File: config.mk
export PLATFORM = sky130hd
export DESIGN_NAME = packet_filler_and_checksum_unit
export DESIGN_NICKNAME = d
export VERILOG_FILES = /design/src/rtl/core/pkfc_pkg.sv /design/src/rtl/core/pkfc_csr.sv /design/src/rtl/core/pkfc_accum.sv /design/src/rtl/core/pkfc_emit.sv /design/src/rtl/core/packet_filler_and_checksum_unit.sv
export SDC_FILE = /design/constraint.sdc
export NUM_CORES = 1
export LEC_CHECK = 0
export BUFFER_PORTS_ARGS = -buffer_cell sky130_fd_sc_hd__buf_2
export CORE_MARGIN = 2
export CORE_UTILIZATION = 40
export DETAILED_ROUTE_END_ITERATION = 12
export PLACE_DENSITY = 0.6
export SLEW_MARGIN = 20
export SYNTH_ARGS = -nofsm -noshare
export SYNTH_HDL_FRONTEND = slang
export SYNTH_SLANG_ARGS = --single-unit
File: constraint.sdc
create_clock -name clock -period 5.8 [get_ports clock]
set_input_delay 1.16 -clock clock [delete_from_list [all_inputs] [get_ports clock]]
set_output_delay 1.16 -clock clock [all_outputs]
set_load 0.01 [all_outputs]
File: src/rtl/core/pkfc_pkg.sv
package pkfc_pkg;

   localparam int unsigned MAX_DATA_BYTES         = 524288;
   localparam int unsigned PRIMARY_HEADER_BYTES   = 24;
   localparam int unsigned SECONDARY_HEADER_BYTES = 12;

   localparam int unsigned CNT_W      = 24;
   localparam int unsigned LEN_W      = 20;
   localparam int unsigned CSR_ADDR_W = 3;
   localparam int unsigned CSR_DATA_W = 32;

   // one bit wider than the counter so that a limit of 2**CNT_W still compares
   localparam logic [CNT_W:0] CNT_LIMIT = (CNT_W + 1)'(MAX_DATA_BYTES);

   typedef enum logic [1:0] {
      CSUM_NONE = 2'd0,
      CSUM_8    = 2'd1,
      CSUM_16   = 2'd2,
      CSUM_32   = 2'd3
   } csum_mode_type;

   typedef enum logic {
      REG_CSUM_MODE = 1'b0,
      REG_SEC_HDR   = 1'b1
   } reg_index_type;

   typedef struct packed {
      logic       has_byte;
      logic [7:0] data_byte;
      logic       end_of_data;
   } req_type;

   typedef struct packed {
      logic [7:0]       out_byte;
      logic             out_last;
      logic [LEN_W-1:0] packet_length;
      logic             overflow;
   } rsp_type;

   typedef struct packed {
      csum_mode_type checksum_mode;
      logic          secondary_header_on;
   } cfg_type;

   // everything the emitter needs to send the words caused by one item
   typedef struct packed {
      logic             data_vld;
      logic [7:0]       data_byte;
      logic             data_last;
      logic [2:0]       tcnt;
      logic [1:0]       pad;
      logic [31:0]      sum;
      logic [LEN_W-1:0] len;
      logic             ovf;
   } desc_type;

endpackage

File: src/rtl/core/pkfc_csr.sv
module pkfc_csr import pkfc_pkg::*; (
   input  logic                  clock,
   input  logic                  reset,
   input  logic                  csr_psel,
   input  logic                  csr_penable,
   input  logic                  csr_pwrite,
   input  logic [CSR_ADDR_W-1:0] csr_paddr,
   input  logic [CSR_DATA_W-1:0] csr_pwdata,
   output logic [CSR_DATA_W-1:0] csr_prdata,
   output logic                  csr_pready,
   output cfg_type               cfg
);

   cfg_type       cfg_ff;
   cfg_type       cfg_in;
   reg_index_type reg_index;
   logic          wr_en;

   assign csr_pready = 1'b1;
   assign reg_index  = reg_index_type'(csr_paddr[2]);
   assign wr_en      = csr_psel && csr_penable && csr_pwrite && csr_pready;

   always_comb begin
      cfg_in = cfg_ff;
      if (wr_en) begin
         unique case (reg_index)
            REG_CSUM_MODE: cfg_in.checksum_mode       = csum_mode_type'(csr_pwdata[1:0]);
            REG_SEC_HDR:   cfg_in.secondary_header_on = csr_pwdata[0];
            default:       cfg_in = cfg_ff;
         endcase
      end
   end

   always_ff @(posedge clock) begin
      if (reset) begin
         cfg_ff <= '{checksum_mode: CSUM_NONE, secondary_header_on: 1'b0};
      end else begin
         cfg_ff <= cfg_in;
      end
   end

   always_comb begin
      unique case (reg_index)
         REG_CSUM_MODE: csr_prdata = CSR_DATA_W'(cfg_ff.checksum_mode);
         REG_SEC_HDR:   csr_prdata = CSR_DATA_W'(cfg_ff.secondary_header_on);
         default:       csr_prdata = '0;
      endcase
   end

   assign cfg = cfg_ff;

endmodule

File: src/rtl/core/pkfc_accum.sv
module pkfc_accum import pkfc_pkg::*; (
   input  logic     clock,
   input  logic     reset,
   input  cfg_type  cfg,
   input  logic     req_valid,
   output logic     req_ready,
   input  req_type  req_data,
   input  logic     desc_take,
   output logic     desc_vld,
   output desc_type desc
);

   logic [31:0]      sum_ff, sum_in;
   logic [CNT_W-1:0] count_ff, count_in;
   logic             ovf_ff, ovf_in;
   logic             desc_vld_ff, desc_vld_in;
   desc_type         desc_ff, desc_in;

   logic             req_fire;
   logic             full;
   logic             take_byte;
   logic             dropped;
   logic [31:0]      addend;
   logic [31:0]      sum_next;
   logic [CNT_W-1:0] count_next;
   logic             ovf_next;
   logic [2:0]       csize;
   logic [1:0]       pad;
   logic [2:0]       trail;
   logic [LEN_W-1:0] padded;
   logic [LEN_W-1:0] len;
   logic [31:0]      sum_masked;
   logic [2:0]       tcnt;

   assign req_ready = !desc_vld_ff || desc_take;
   assign req_fire  = req_valid && req_ready;

   assign full      = {1'b0, count_ff} >= CNT_LIMIT;
   assign take_byte = req_data.has_byte && !full;
   assign dropped   = req_data.has_byte && full;

   // byte lands in the lane given by its position within the halfword or word
   always_comb begin
      unique case (cfg.checksum_mode)
         CSUM_NONE: addend = '0;
         CSUM_8:    addend = 32'(req_data.data_byte);
         CSUM_16:   addend = 32'(req_data.data_byte) << {count_ff[0], 3'b000};
         CSUM_32:   addend = 32'(req_data.data_byte) << {count_ff[1:0], 3'b000};
         default:   addend = '0;
      endcase
   end

   assign sum_next   = sum_ff + (take_byte ? addend : 32'd0);
   assign count_next = count_ff + CNT_W'(take_byte);
   assign ovf_next   = ovf_ff | dropped;

   always_comb begin
      unique case (cfg.checksum_mode)
         CSUM_NONE: begin
            csize      = 3'd0;
            sum_masked = '0;
         end
         CSUM_8: begin
            csize      = 3'd1;
            sum_masked = {24'd0, sum_next[7:0]};
         end
         CSUM_16: begin
            csize      = 3'd2;
            sum_masked = {16'd0, sum_next[15:0]};
         end
         CSUM_32: begin
            csize      = 3'd4;
            sum_masked = sum_next;
         end
         default: begin
            csize      = 3'd0;
            sum_masked = '0;
         end
      endcase
   end

   // zero filler up to the next word boundary once the checksum is counted in
   assign pad    = 2'(2'b00 - (count_next[1:0] + csize[1:0]));
   assign trail  = csize + {1'b0, pad};
   assign padded = count_next[LEN_W-1:0] + LEN_W'(trail);
   assign len    = padded + LEN_W'(PRIMARY_HEADER_BYTES)
                 + (cfg.secondary_header_on ? LEN_W'(SECONDARY_HEADER_BYTES) : LEN_W'(0));

   // with no trailer and no data byte a lone marker word carries the end
   always_comb begin
      if (!req_data.end_of_data) begin
         tcnt = 3'd0;
      end else if (trail != 3'd0) begin
         tcnt = trail;
      end else begin
         tcnt = take_byte ? 3'd0 : 3'd1;
      end
   end

   always_comb begin
      desc_in.data_vld  = take_byte;
      desc_in.data_byte = req_data.data_byte;
      desc_in.data_last = req_data.end_of_data && (trail == 3'd0);
      desc_in.tcnt      = tcnt;
      desc_in.pad       = pad;
      desc_in.sum       = sum_masked;
      desc_in.len       = len;
      desc_in.ovf       = ovf_next;
   end

   always_comb begin
      sum_in      = sum_ff;
      count_in    = count_ff;
      ovf_in      = ovf_ff;
      desc_vld_in = desc_vld_ff;
      if (req_fire) begin
         desc_vld_in = take_byte || req_data.end_of_data;
         if (req_data.end_of_data) begin
            sum_in   = '0;
            count_in = '0;
            ovf_in   = 1'b0;
         end else begin
            sum_in   = sum_next;
            count_in = count_next;
            ovf_in   = ovf_next;
         end
      end else if (desc_take) begin
         desc_vld_in = 1'b0;
      end
   end

   always_ff @(posedge clock) begin
      if (reset) begin
         sum_ff      <= '0;
         count_ff    <= '0;
         ovf_ff      <= 1'b0;
         desc_vld_ff <= 1'b0;
      end else begin
         sum_ff      <= sum_in;
         count_ff    <= count_in;
         ovf_ff      <= ovf_in;
         desc_vld_ff <= desc_vld_in;
      end
   end

   always_ff @(posedge clock) begin
      if (req_fire) begin
         desc_ff <= desc_in;
      end
   end

   assign desc_vld = desc_vld_ff;
   assign desc     = desc_ff;

endmodule

File: src/rtl/core/pkfc_emit.sv
module pkfc_emit import pkfc_pkg::*; (
   input  logic     clock,
   input  logic     reset,
   input  logic     desc_vld,
   input  desc_type desc,
   output logic     desc_take,
   output logic     rsp_valid,
   input  logic     rsp_ready,
   output rsp_type  rsp_data
);

   logic [2:0] pos_ff, pos_in;
   logic       rsp_valid_ff, rsp_valid_in;
   rsp_type    rsp_data_ff, rsp_data_in;

   logic       is_data;
   logic [2:0] idx;
   logic [1:0] sel;
   logic       in_csum;
   logic [7:0] tail_byte;
   logic       tail_last;
   logic       item_final;
   logic       out_load;

   assign is_data   = desc.data_vld && (pos_ff == 3'd0);
   assign idx       = pos_ff - {2'b00, desc.data_vld};
   assign sel       = 2'(idx - {1'b0, desc.pad});
   assign in_csum   = idx >= {1'b0, desc.pad};
   assign tail_byte = in_csum ? 8'(desc.sum >> {sel, 3'b000}) : 8'd0;
   assign tail_last = (idx + 3'd1) == desc.tcnt;

   assign item_final = is_data ? (desc.tcnt == 3'd0) : tail_last;
   assign out_load   = desc_vld && (!rsp_valid_ff || rsp_ready);
   assign desc_take  = out_load && item_final;

   always_comb begin
      if (is_data) begin
         rsp_data_in.out_byte      = desc.data_byte;
         rsp_data_in.out_last      = desc.data_last;
         rsp_data_in.packet_length = desc.data_last ? desc.len : '0;
      end else begin
         rsp_data_in.out_byte      = tail_byte;
         rsp_data_in.out_last      = tail_last;
         rsp_data_in.packet_length = tail_last ? desc.len : '0;
      end
      rsp_data_in.overflow = desc.ovf;
   end

   always_comb begin
      pos_in       = pos_ff;
      rsp_valid_in = rsp_valid_ff;
      if (out_load) begin
         pos_in       = item_final ? 3'd0 : pos_ff + 3'd1;
         rsp_valid_in = 1'b1;
      end else if (rsp_ready) begin
         rsp_valid_in = 1'b0;
      end
   end

   always_ff @(posedge clock) begin
      if (reset) begin
         pos_ff       <= '0;
         rsp_valid_ff <= 1'b0;
      end else begin
         pos_ff       <= pos_in;
         rsp_valid_ff <= rsp_valid_in;
      end
   end

   always_ff @(posedge clock) begin
      if (out_load) begin
         rsp_data_ff <= rsp_data_in;
      end
   end

   assign rsp_valid = rsp_valid_ff;
   assign rsp_data  = rsp_data_ff;

endmodule

File: src/rtl/core/packet_filler_and_checksum_unit.sv
// An accepted item is registered in the descriptor stage, then its first word in
// the output register. Throughput, while rsp_ready holds: one item per cycle while
// each item yields one word; an end item sends one byte per cycle through the
// single output register, and new items wait behind it in a one-entry stage.
// Reset: configuration, sum, count and overflow clear; no word is pending.
module packet_filler_and_checksum_unit import pkfc_pkg::*; (
   input  logic                  clock,
   input  logic                  reset,
   input  logic                  req_valid,
   output logic                  req_ready,
   input  req_type               req_data,
   output logic                  rsp_valid,
   input  logic                  rsp_ready,
   output rsp_type               rsp_data,
   input  logic                  csr_psel,
   input  logic                  csr_penable,
   input  logic                  csr_pwrite,
   input  logic [CSR_ADDR_W-1:0] csr_paddr,
   input  logic [CSR_DATA_W-1:0] csr_pwdata,
   output logic [CSR_DATA_W-1:0] csr_prdata,
   output logic                  csr_pready
);

   cfg_type  cfg;
   logic     desc_vld;
   logic     desc_take;
   desc_type desc;

   pkfc_csr u_csr (
      .clock       (clock),
      .reset       (reset),
      .csr_psel    (csr_psel),
      .csr_penable (csr_penable),
      .csr_pwrite  (csr_pwrite),
      .csr_paddr   (csr_paddr),
      .csr_pwdata  (csr_pwdata),
      .csr_prdata  (csr_prdata),
      .csr_pready  (csr_pready),
      .cfg         (cfg)
   );

   pkfc_accum u_accum (
      .clock     (clock),
      .reset     (reset),
      .cfg       (cfg),
      .req_valid (req_valid),
      .req_ready (req_ready),
      .req_data  (req_data),
      .desc_take (desc_take),
      .desc_vld  (desc_vld),
      .desc      (desc)
   );

   pkfc_emit u_emit (
      .clock     (clock),
      .reset     (reset),
      .desc_vld  (desc_vld),
      .desc      (desc),
      .desc_take (desc_take),
      .rsp_valid (rsp_valid),
      .rsp_ready (rsp_ready),
      .rsp_data  (rsp_data)
   );

   // length is only reported on the closing word of a buffer
   a_len_only_on_last: assert property (@(posedge clock) disable iff (reset)
      rsp_valid && !rsp_data.out_last |-> rsp_data.packet_length == '0)
      else $error("packet length on a word that is not last");

   a_idle_after_reset: assert property (@(posedge clock)
      $past(reset) && !reset |-> !rsp_valid)
      else $error("word pending straight after reset");

   // a stalled output must not lose its pending word to a new load
   a_hold_on_stall: assert property (@(posedge clock) disable iff (reset)
      rsp_valid && !rsp_ready |=> rsp_valid)
      else $error("pending word dropped while stalled");

endmodule
# --- After elaboration in Yosys (flattened, before gate mapping) ---
# Cells that the tools add are included.
totals:
  wordCells: 88
  latch_bits: 0
  ram_bits: 0
  romBits: 0
  out_inout_bits: 65
  memories: 0
  register_bits: 163
classes:
  mux: 21
  shifts: 3
  div_mod_pow: 0
  n_addsub: 12
  magnitude_cmp: 2
  multipliers: 0
  n_bitwise: 2
  n_reduce_logical: 24
  eq_ne: 4
op_table:
  columns: ["op", "count"]
  rows:
  - ["$pmux 32 s4", 2]
  - ["$mux 32", 2]
  - ["$pmux 32 s2", 1]
  - ["$mux 20", 2]
  - ["$add 32x32->32", 1]
  - ["$shl 8x4->32", 1]
  - ["$shl 8x5->32", 1]
  - ["$shr 32x5->8", 1]
  - ["$mux 29", 1]
  - ["$add 24x1->24", 1]
  - ["$ge 24x20->1 const B", 1]
  - ["$mux 24", 1]
  - ["$add 20x20->20", 1]
  - ["$add 20x3->20", 1]
  - ["$add 20x5->20 const B", 1]
  - ["$pmux 3 s4", 1]
  - ["$logic_and 1x1->1", 9]
  - ["$logic_not 3->1", 3]
  - ["$mux 8", 1]
  - ["$mux 1", 7]
  - ["$add 3x1->3 const B", 2]
  - ["$mux 3", 2]
  - ["$eq 2x2->1 const B", 2]
  - ["$mux 4", 1]
  - ["other kinds (16)", 22]

# --- Depth between registers and ports, before layout ---
# Gate-level depths: netlist of run 1.
depth:
  depth_word: 10
  mapped_depth: 22
  mapped_depth_nobuf: 22

# --- Modules after synthesis ---
# A second synthesis of run 1 with hierarchy kept.
hier_totals:
  hier_cells: 943
  area_unflattened_um2: 9451.6
modules_own_cells:
  columns: ["mod", "cells_per_inst", "n_inst", "area_per_inst_um2"]
  rows:
  - ["pkfc_accum", 775, 1, 7330.8]
  - ["pkfc_emit", 120, 1, 1719.1]
  - ["pkfc_csr", 48, 1, 401.6]

# --- Least setup slack after synthesis of run 1 ---
# Ideal clock, no wire load.
synth_timing:
  kind: "in2reg"
  from: "in req_data[9] (netlist bit)"
  to: "reg u_accum.desc_ff (netlist bit u_accum.desc[18]), data pin"
  path_slack_ps: 321
  setup_time_ps: 265
  path_stages: 20
  arrival_time_ps: 5213
  path_cell_list: "nand2_1 > inv_2 > ha_1 > inv_1 > ha_1 > xor2_1 > xnor2_1 > fa_1 > xor2_1 > fa_1 > inv_1 > fa_1 > a21o_1 > a21oi_1 > nor2b_1 > o21ai_0 > nor4_4 > and3_1 > o21ai_1 > xnor2_1"
synth_lines:
  columns: ["element", "line", "rtl"]
  rows:
  - ["start, declared", "packet_filler_and_checksum_unit.sv:11", "input req_type req_data,"]
  - ["end signal, assigned", "pkfc_accum.sv:148", "desc_ff <= desc_in;"]
  - ["end, declared", "pkfc_accum.sv:17", "desc_type desc_ff, desc_in;"]

==> results of run 1 <==
## layout by cell type (no fill, tap or decap), types with 7 or more instances in the layout
cell                        count
sky130_fd_sc_hd__nand3_1       20
sky130_fd_sc_hd__a21o_1        17
sky130_fd_sc_hd__a22oi_1        7
sky130_fd_sc_hd__buf_2         53
sky130_fd_sc_hd__ha_1          50
sky130_fd_sc_hd__or3_1          7
sky130_fd_sc_hd__a21oi_1       64
sky130_fd_sc_hd__nor2b_1        9
sky130_fd_sc_hd__nor3_1        17
sky130_fd_sc_hd__a22o_1        13
sky130_fd_sc_hd__dfxtp_1       65
sky130_fd_sc_hd__clkbuf_16     17
sky130_fd_sc_hd__a31oi_1        9
sky130_fd_sc_hd__nand2_1       54
sky130_fd_sc_hd__and2_1        62
sky130_fd_sc_hd__o21ai_0       43
sky130_fd_sc_hd__inv_1         23
sky130_fd_sc_hd__nor2_1        80
sky130_fd_sc_hd__xor2_1        34
sky130_fd_sc_hd__edfxtp_1      98
sky130_fd_sc_hd__xnor2_1       42
sky130_fd_sc_hd__conb_1        31
sky130_fd_sc_hd__nand4_1        9
sky130_fd_sc_hd__and3_1         9
sky130_fd_sc_hd__buf_4         15
sky130_fd_sc_hd__mux4_2         8
sky130_fd_sc_hd__nand3b_1       7
## repair_timing
action	CTS	global route
endpoints found under the setup margin	0	1
buffers inserted	0	2
hold endpoints to repair	0	0
## cell families (layout without fill, tap and decap cells)
family          count (synthesis)  count (layout)
simple gates                  304             304
compound gates                199             199
flops                         163             163
buf+inv                        98             126
xor+xnor                       76              76
fa+ha+maj                      54              54
mux                            12              12
other cells                     2              31
## final cells by class
class	instances	area share
multi-input cells	676	0.448
flip-flops and latches	163	0.413
clock buffers	18	0.0417
repair buffers	68	0.0368
well taps	285	0.0347
clock inverters	14	0.0167
inverters	26	0.00961
## flip-flops by register name, summed over array words and instances, names as in the netlist
| register | flops |
|---|---|
| u_accum.count_ff | 24 |
| u_emit.pos_ff | 3 |
| u_accum.ovf_ff | 1 |
| u_csr.cfg | 3 |
| u_accum.desc_vld | 1 |
| u_emit.rsp_valid | 1 |
| u_accum.desc | 68 |
| u_emit.rsp_data | 30 |
| u_accum.sum_ff | 32 |
## report_power, final
group / switching [uW] / total, uW / internal, uW / leakage (uW)
sequential: 14.6 / 1310 / 1290 / 0.00148
clock: 497 / 1150 / 650 / 0.000295
combinational: 180 / 292 / 112 / 0.00234
total: 692 / 2750 / 2050 / 0.00412
## stage by stage
| stage | util | hold slack (ns) |
|---|---|---|
| floorplan | - | 0.400 |
| global placement | 0.427 | 0.409 |
| detailed placement | 0.427 | 0.409 |
| CTS | 0.453 | 0.429 |
| global route | 0.454 | 0.450 |
| finish | 0.454 | 0.423 |
## critical path, stage by stage, from the launching register on
cell                      delay (ns)
sky130_fd_sc_hd__dfxtp_1        0.35
sky130_fd_sc_hd__or4_1          0.56
sky130_fd_sc_hd__nor2_1         0.11
sky130_fd_sc_hd__nand2_1        0.15
sky130_fd_sc_hd__inv_2          0.15
sky130_fd_sc_hd__ha_1           0.26
sky130_fd_sc_hd__inv_1          0.10
sky130_fd_sc_hd__ha_1           0.16
sky130_fd_sc_hd__xor2_1         0.17
sky130_fd_sc_hd__xnor2_1        0.12
sky130_fd_sc_hd__fa_1           0.42
sky130_fd_sc_hd__xor2_1         0.22
sky130_fd_sc_hd__fa_1           0.55
sky130_fd_sc_hd__inv_1          0.06
sky130_fd_sc_hd__fa_1           0.46
sky130_fd_sc_hd__a21o_1         0.19
sky130_fd_sc_hd__a21oi_1        0.19
sky130_fd_sc_hd__nor2b_1        0.07
sky130_fd_sc_hd__o21ai_0        0.14
sky130_fd_sc_hd__buf_4          0.16
sky130_fd_sc_hd__nor4_4         0.05
sky130_fd_sc_hd__and3_1         0.24
sky130_fd_sc_hd__o21ai_1        0.16
sky130_fd_sc_hd__xnor2_1        0.07
## worst min path at each step
stage / startpoint / slack (ns) / endpoint / cells after the start
after floorplan: u_accum.desc[0] / 0.40 / u_emit.rsp_data[0] / 0
after global placement: u_accum.desc[0] / 0.41 / u_emit.rsp_data[0] / 0
after detailed placement: u_accum.desc[0] / 0.41 / u_emit.rsp_data[0] / 0
after CTS: u_accum.desc[0] / 0.43 / u_emit.rsp_data[0] / 0
after global routing: u_accum.desc[0] / 0.45 / u_emit.rsp_data[0] / 0
final: u_accum.desc[0] / 0.42 / u_emit.rsp_data[0] / 0
## metal layers
layer | vias up | routed length (um) | track usage
met1 | 3091 | 9790 | 0.241
li1 | 3276 | - | -
met2 | 145 | 8990 | 0.268
met3 | 24 | 798 | 0.0278
met4 | 0 | 382 | 0.0638
met5 | - | 0 | 0
==> impl_metrics.toml, run 1 <==
[finish]
stdcell_count = 1250
final_design_area_no_fill_um2 = 10300
fill_count = 2140
flow.area_growth_from_synthesis_pct = 11.2
nets = 1058
n_antenna_cell = 0
layout-drive-gt1-share = 0.140
multiInputGateArea_um2 = 4600
seqCellArea_um2 = 4240

[setup_path]
ff2ff_path_depth = 23
r2r_setup_slack_ns = 0.42
worst_setup_path_start_kind = "register"
reg2reg_to = "u_accum.desc[18]"
timing_worst_setup_path_type = "register to register"
cp_max_fo = 6
regToRegStartpoint = "u_accum.count_ff[19]"
worst_setup_end_kind = "register"
cp_data_arrival_time_ns = 5.55
cp_data_required_time_ns = 5.97
worst_setup_path_startpoint = "u_accum.count_ff[19]"
endpoint = "u_accum.desc[18]"

[synth]
synth_largest_area_cell = "sky130_fd_sc_hd__edfxtp_1"
syn-instance-count = 908
yosysTopAreaCellShare = 0.318
ys_async_sr_fraction = 0
post_synth.cell_area_avg_um2 = 10.2
synthMuxAreaShare = 0.0239
ys_dominant_reg_cell = "sky130_fd_sc_hd__edfxtp_1"
ys_seq_elements = 163
synth-simple-area-share = 0.173
yosys.area_share.adder = 0.0763
synth_area_um2 = 9250
synth.lib_cells_used.distinct = 73
ys_top_cells_by_count = "sky130_fd_sc_hd__edfxtp_1, sky130_fd_sc_hd__nor2_1, sky130_fd_sc_hd__dfxtp_1, sky130_fd_sc_hd__a21oi_1, sky130_fd_sc_hd__and2_1"
post-synth-top-count-cell = "sky130_fd_sc_hd__edfxtp_1"
synth_warnings = 0
synth_edf_count = 98
most_area_consuming_cells_after_synthesis = "sky130_fd_sc_hd__edfxtp_1, sky130_fd_sc_hd__dfxtp_1, sky130_fd_sc_hd__ha_1"
synth_sequential_area_ratio = 0.459
combinational_family_with_the_most_area_after_synthesis = "simple AND/OR/NAND/NOR gates"
complex_gate_fraction_of_the_synthesized_area = 0.140
xor_xnor_cell_area_share_of_the_yosys_netlist = 0.0720

[floorplanning]
row_count = 55
initial_utilization = 0.409
die_height_um = 156
core_region_area_um2 = 22600
number_of_top_level_pins = 117
design.die.area_um2 = 24400
die_w_um = 156

[sta]
hold_viol_final = 0
fin_setup_tns_ns = 0
fmaxAchievable_ghz = 0.186
worst_slew_pin_slew_ns = 0.922
slew_hr = 0.381
postLayoutSetupSlackWorst_ns = 0.421
finalCriticalPeriod_ns = 5.38
setup-violations-final = 0
worst_clock_skew_ns = 0.0109
post_route_clock_period_utilization = 0.927
unrepaired_setup_endpoints_after_global_routing = "false"
finalMaxSlewViolations = 0

[route]
first_iter_violations = 419
detailroute.via_count = 6536
final_routed_wire_length_divided_by_cell_count_um = 16.0
drc_errors = 0
antenna_violating_nets_post_route = 0
detailedRoute.firstPassIterationCount = 5
drt_wl_total_mm = 20.0
post_drt_via_cell_ratio = 5.23

[global_route]
grt_first_pass_wirelength_mm = 32.6
groute.usage.overall = 0.172
grt_antenna_before_repair = 0
maximum_number_of_pins_on_one_net_before_global_route_repair = 68
grt_ovf = 0
grt_pass1_vias = 6199

[clocking]
clockRootBuffer = "sky130_fd_sc_hd__clkbuf_16"
holdBufCountCts = 0
clk-insertion-delay-late_ns = 0.43
cts.reportedPaths.clkPinSlew_ns = 0.07
number_of_cts_inserted_buffers = 17
tritoncts = "yes"
clk_path_buf_depth = 2
sinks_on_clock_net = 163
htreeDepth = 4
post_cts.resized_instances = 0

[placed_design]
hpwlAfterDp_mm = 14.2
finalWeightedCongestion = 0.881
placement.cell_area_um2 = 9670
worst_case_setup_slack_after_placement_ns = 0.0685
io_buffer_count = 53
dp.cells = 1216

[min_path]
hold_class = "register to register"

[pwr]
cellLeakagePower_uw = 0.00412
ir_worst_vdd_uv = 182
report.power.total_uw = 2750
power.density_cell_area_nw_per_um2 = 267

[status]
result_of_the_run = "finished clean"

[job]
drv_cap = 0
Note: power is estimated with default switching activity, not from simulation.
==> run 2: changes to the inputs <==
- BUFFER_PORTS_ARGS: -buffer_cell sky130_fd_sc_hd__buf_2 -> not set
- DONT_BUFFER_PORTS: not set -> 1
- PLACE_DENSITY: 0.6 -> 0.53
- clock period: 5.8 -> 5.9 ns (I/O delays scaled with it)
==> run 2 against run 1 <==
  * Final cell count is 4.6% lower
  * Non-clock buffer count is 58 lower
  * Core utilization is 1.2 points lower
  * Critical endpoint unchanged
  * Die area stayed put
  * Clock power hardly changed
  * Routed wire length is 3.8% higher
  * Critical path type unchanged
==> impl_metrics.toml, run 2 (same netlist as run 1, synthesis figures left out) <==
[floorplanning]
core_region_area_um2 = 22600
die_height_um = 156
die_w_um = 156
design.die.area_um2 = 24400
number_of_top_level_pins = 117
initial_utilization = 0.409
row_count = 55

[route]
first_iter_violations = 371
detailroute.via_count = 6341
antenna_violating_nets_post_route = 0
drc_errors = 0
post_drt_via_cell_ratio = 5.32
final_routed_wire_length_divided_by_cell_count_um = 17.4
drt_wl_total_mm = 20.7
detailedRoute.firstPassIterationCount = 5

[finish]
layout-drive-gt1-share = 0.0849
layout.cells.most_common_list = "sky130_fd_sc_hd__edfxtp_1, sky130_fd_sc_hd__nor2_1, sky130_fd_sc_hd__dfxtp_1, sky130_fd_sc_hd__a21oi_1, sky130_fd_sc_hd__and2_1"
nets = 1000
final_common_cell = "sky130_fd_sc_hd__edfxtp_1"
n_antenna_cell = 0
final_util = 0.442
largest_register_ff_count = 68
flow.area_growth_from_synthesis_pct = 8.10
stdcell_count = 1192

[min_path]
hold_class = "register to register"

[job]
drv_cap = 0

[sta]
worst_slew_pin_slew_ns = 1.01
finalCriticalPeriod_ns = 5.43
whs_ns = 0.428
worst_clock_skew_ns = 0.0120
finalMaxSlewViolations = 0
post_route_clock_period_utilization = 0.921
fmaxAchievable_ghz = 0.184
unrepaired_setup_endpoints_after_global_routing = "false"
slew_hr = 0.325
hold_viol_final = 0
fin_setup_tns_ns = 0
setup-violations-final = 0

[status]
result_of_the_run = "finished clean"

[clocking]
clk_path_buf_depth = 2
clk-insertion-delay-late_ns = 0.43
clockRootBuffer = "sky130_fd_sc_hd__clkbuf_16"
htreeDepth = 4
post_cts.resized_instances = 0
tritoncts = "yes"
number_of_cts_inserted_buffers = 17
post_cts_setup_repair_buffer_count = 0
holdBufCountCts = 0
sinks_on_clock_net = 163
cts.reportedPaths.clkPinSlew_ns = 0.07

[pwr]
ir_worst_vdd_uv = 144
cellLeakagePower_uw = 0.00387
power.density_cell_area_nw_per_um2 = 270

[global_route]
grt_antenna_before_repair = 3
grt-busiest-layer = "met1"
grt_first_pass_wirelength_mm = 32.7
maximum_number_of_pins_on_one_net_before_global_route_repair = 54
groute.usage.overall = 0.175
grt_use_met2 = 0.258
grt_ovf = 0
grt.met1_usage = 0.262
grt_pass1_vias = 5874
grt_use_met3 = 0.0369

[setup_path]
critical_path_buf_inv_count = 3
cp_data_arrival_time_ns = 5.61
path_cells = "or4_1 > nor2_1 > nand2_1 > inv_2 > ha_1 > ha_1 > xor2_1 > xnor2_1 > fa_1 > xor2_1 > fa_1 > inv_1 > fa_1 > a21o_1 > a21oi_1 > nor2b_1 > o21ai_0 > buf_4 > nor4_4 > and3_1 > o21ai_1 > xnor2_1"
r2r_setup_slack_ns = 0.47
crit_slowest_cell = "sky130_fd_sc_hd__or4_1"
cpPeakStageDelay_ns = 0.56
cp_max_fo = 6
most_frequent_cp_cell = "sky130_fd_sc_hd__fa_1"
timing_worst_setup_path_type = "register to register"
worst_setup_end_kind = "register"
critical-path-top-delay-family = "adder cells"
worst_setup_path_start_kind = "register"
cp_data_required_time_ns = 6.08

[placed_design]
dp.cells = 1160
hpwlAfterDp_mm = 14.5
io_buffer_count = 0
finalWeightedCongestion = 0.834
[run 2: area by class of cell]
class | count | area, um^2
Clock buffer | 20 | 467
Clock inverter | 12 | 154
Fill cell | 2156 | 12600
Inverter | 26 | 98.8
Multi-Input combinational cell | 676 | 4600
Sequential cell | 163 | 4240
Tap cell | 285 | 357
Timing Repair Buffer | 10 | 75.1
[run 2: through the flow]
step / setup slack [ns] / total power, uW / area [um^2]
2_1_floorplan: 0.401 / 1520 / 9360
3_3_place_gp: 0.259 / 1560 / 9380
3_5_place_dp: 0.233 / 1560 / 9380
4_1_cts: 0.432 / 2730 / 10000
5_1_grt: 0.110 / 2800 / 10000
6_report: 0.467 / 2700 / 10000
[run 2: final timing paths]
kind / start / end / cells after the start
min reg2reg: u_accum.desc[0] / u_emit.rsp_data[0] / 0
min: u_accum.desc[0] / u_emit.rsp_data[0] / 0
max reg2reg: u_accum.count_ff[19] / u_accum.desc[18] / 22
max: u_accum.count_ff[19] / u_accum.desc[18] / 22
[run 2: routing by layer]
metal  routed length (um)  share of wire
met4                  191         0.0092
met1                10600           0.51
met2                 9020           0.44
met5                    0              0
met3                  943          0.046
[run 2: power by group]
| group | internal (uW) | switching, uW | leakage (uW) |
|---|---|---|---|
| combinational | 91.5 | 140 | 0.00210 |
| sequential | 1270 | 27.1 | 0.00148 |
| clock | 699 | 465 | 0.000288 |
| total | 2060 | 632 | 0.00387 |
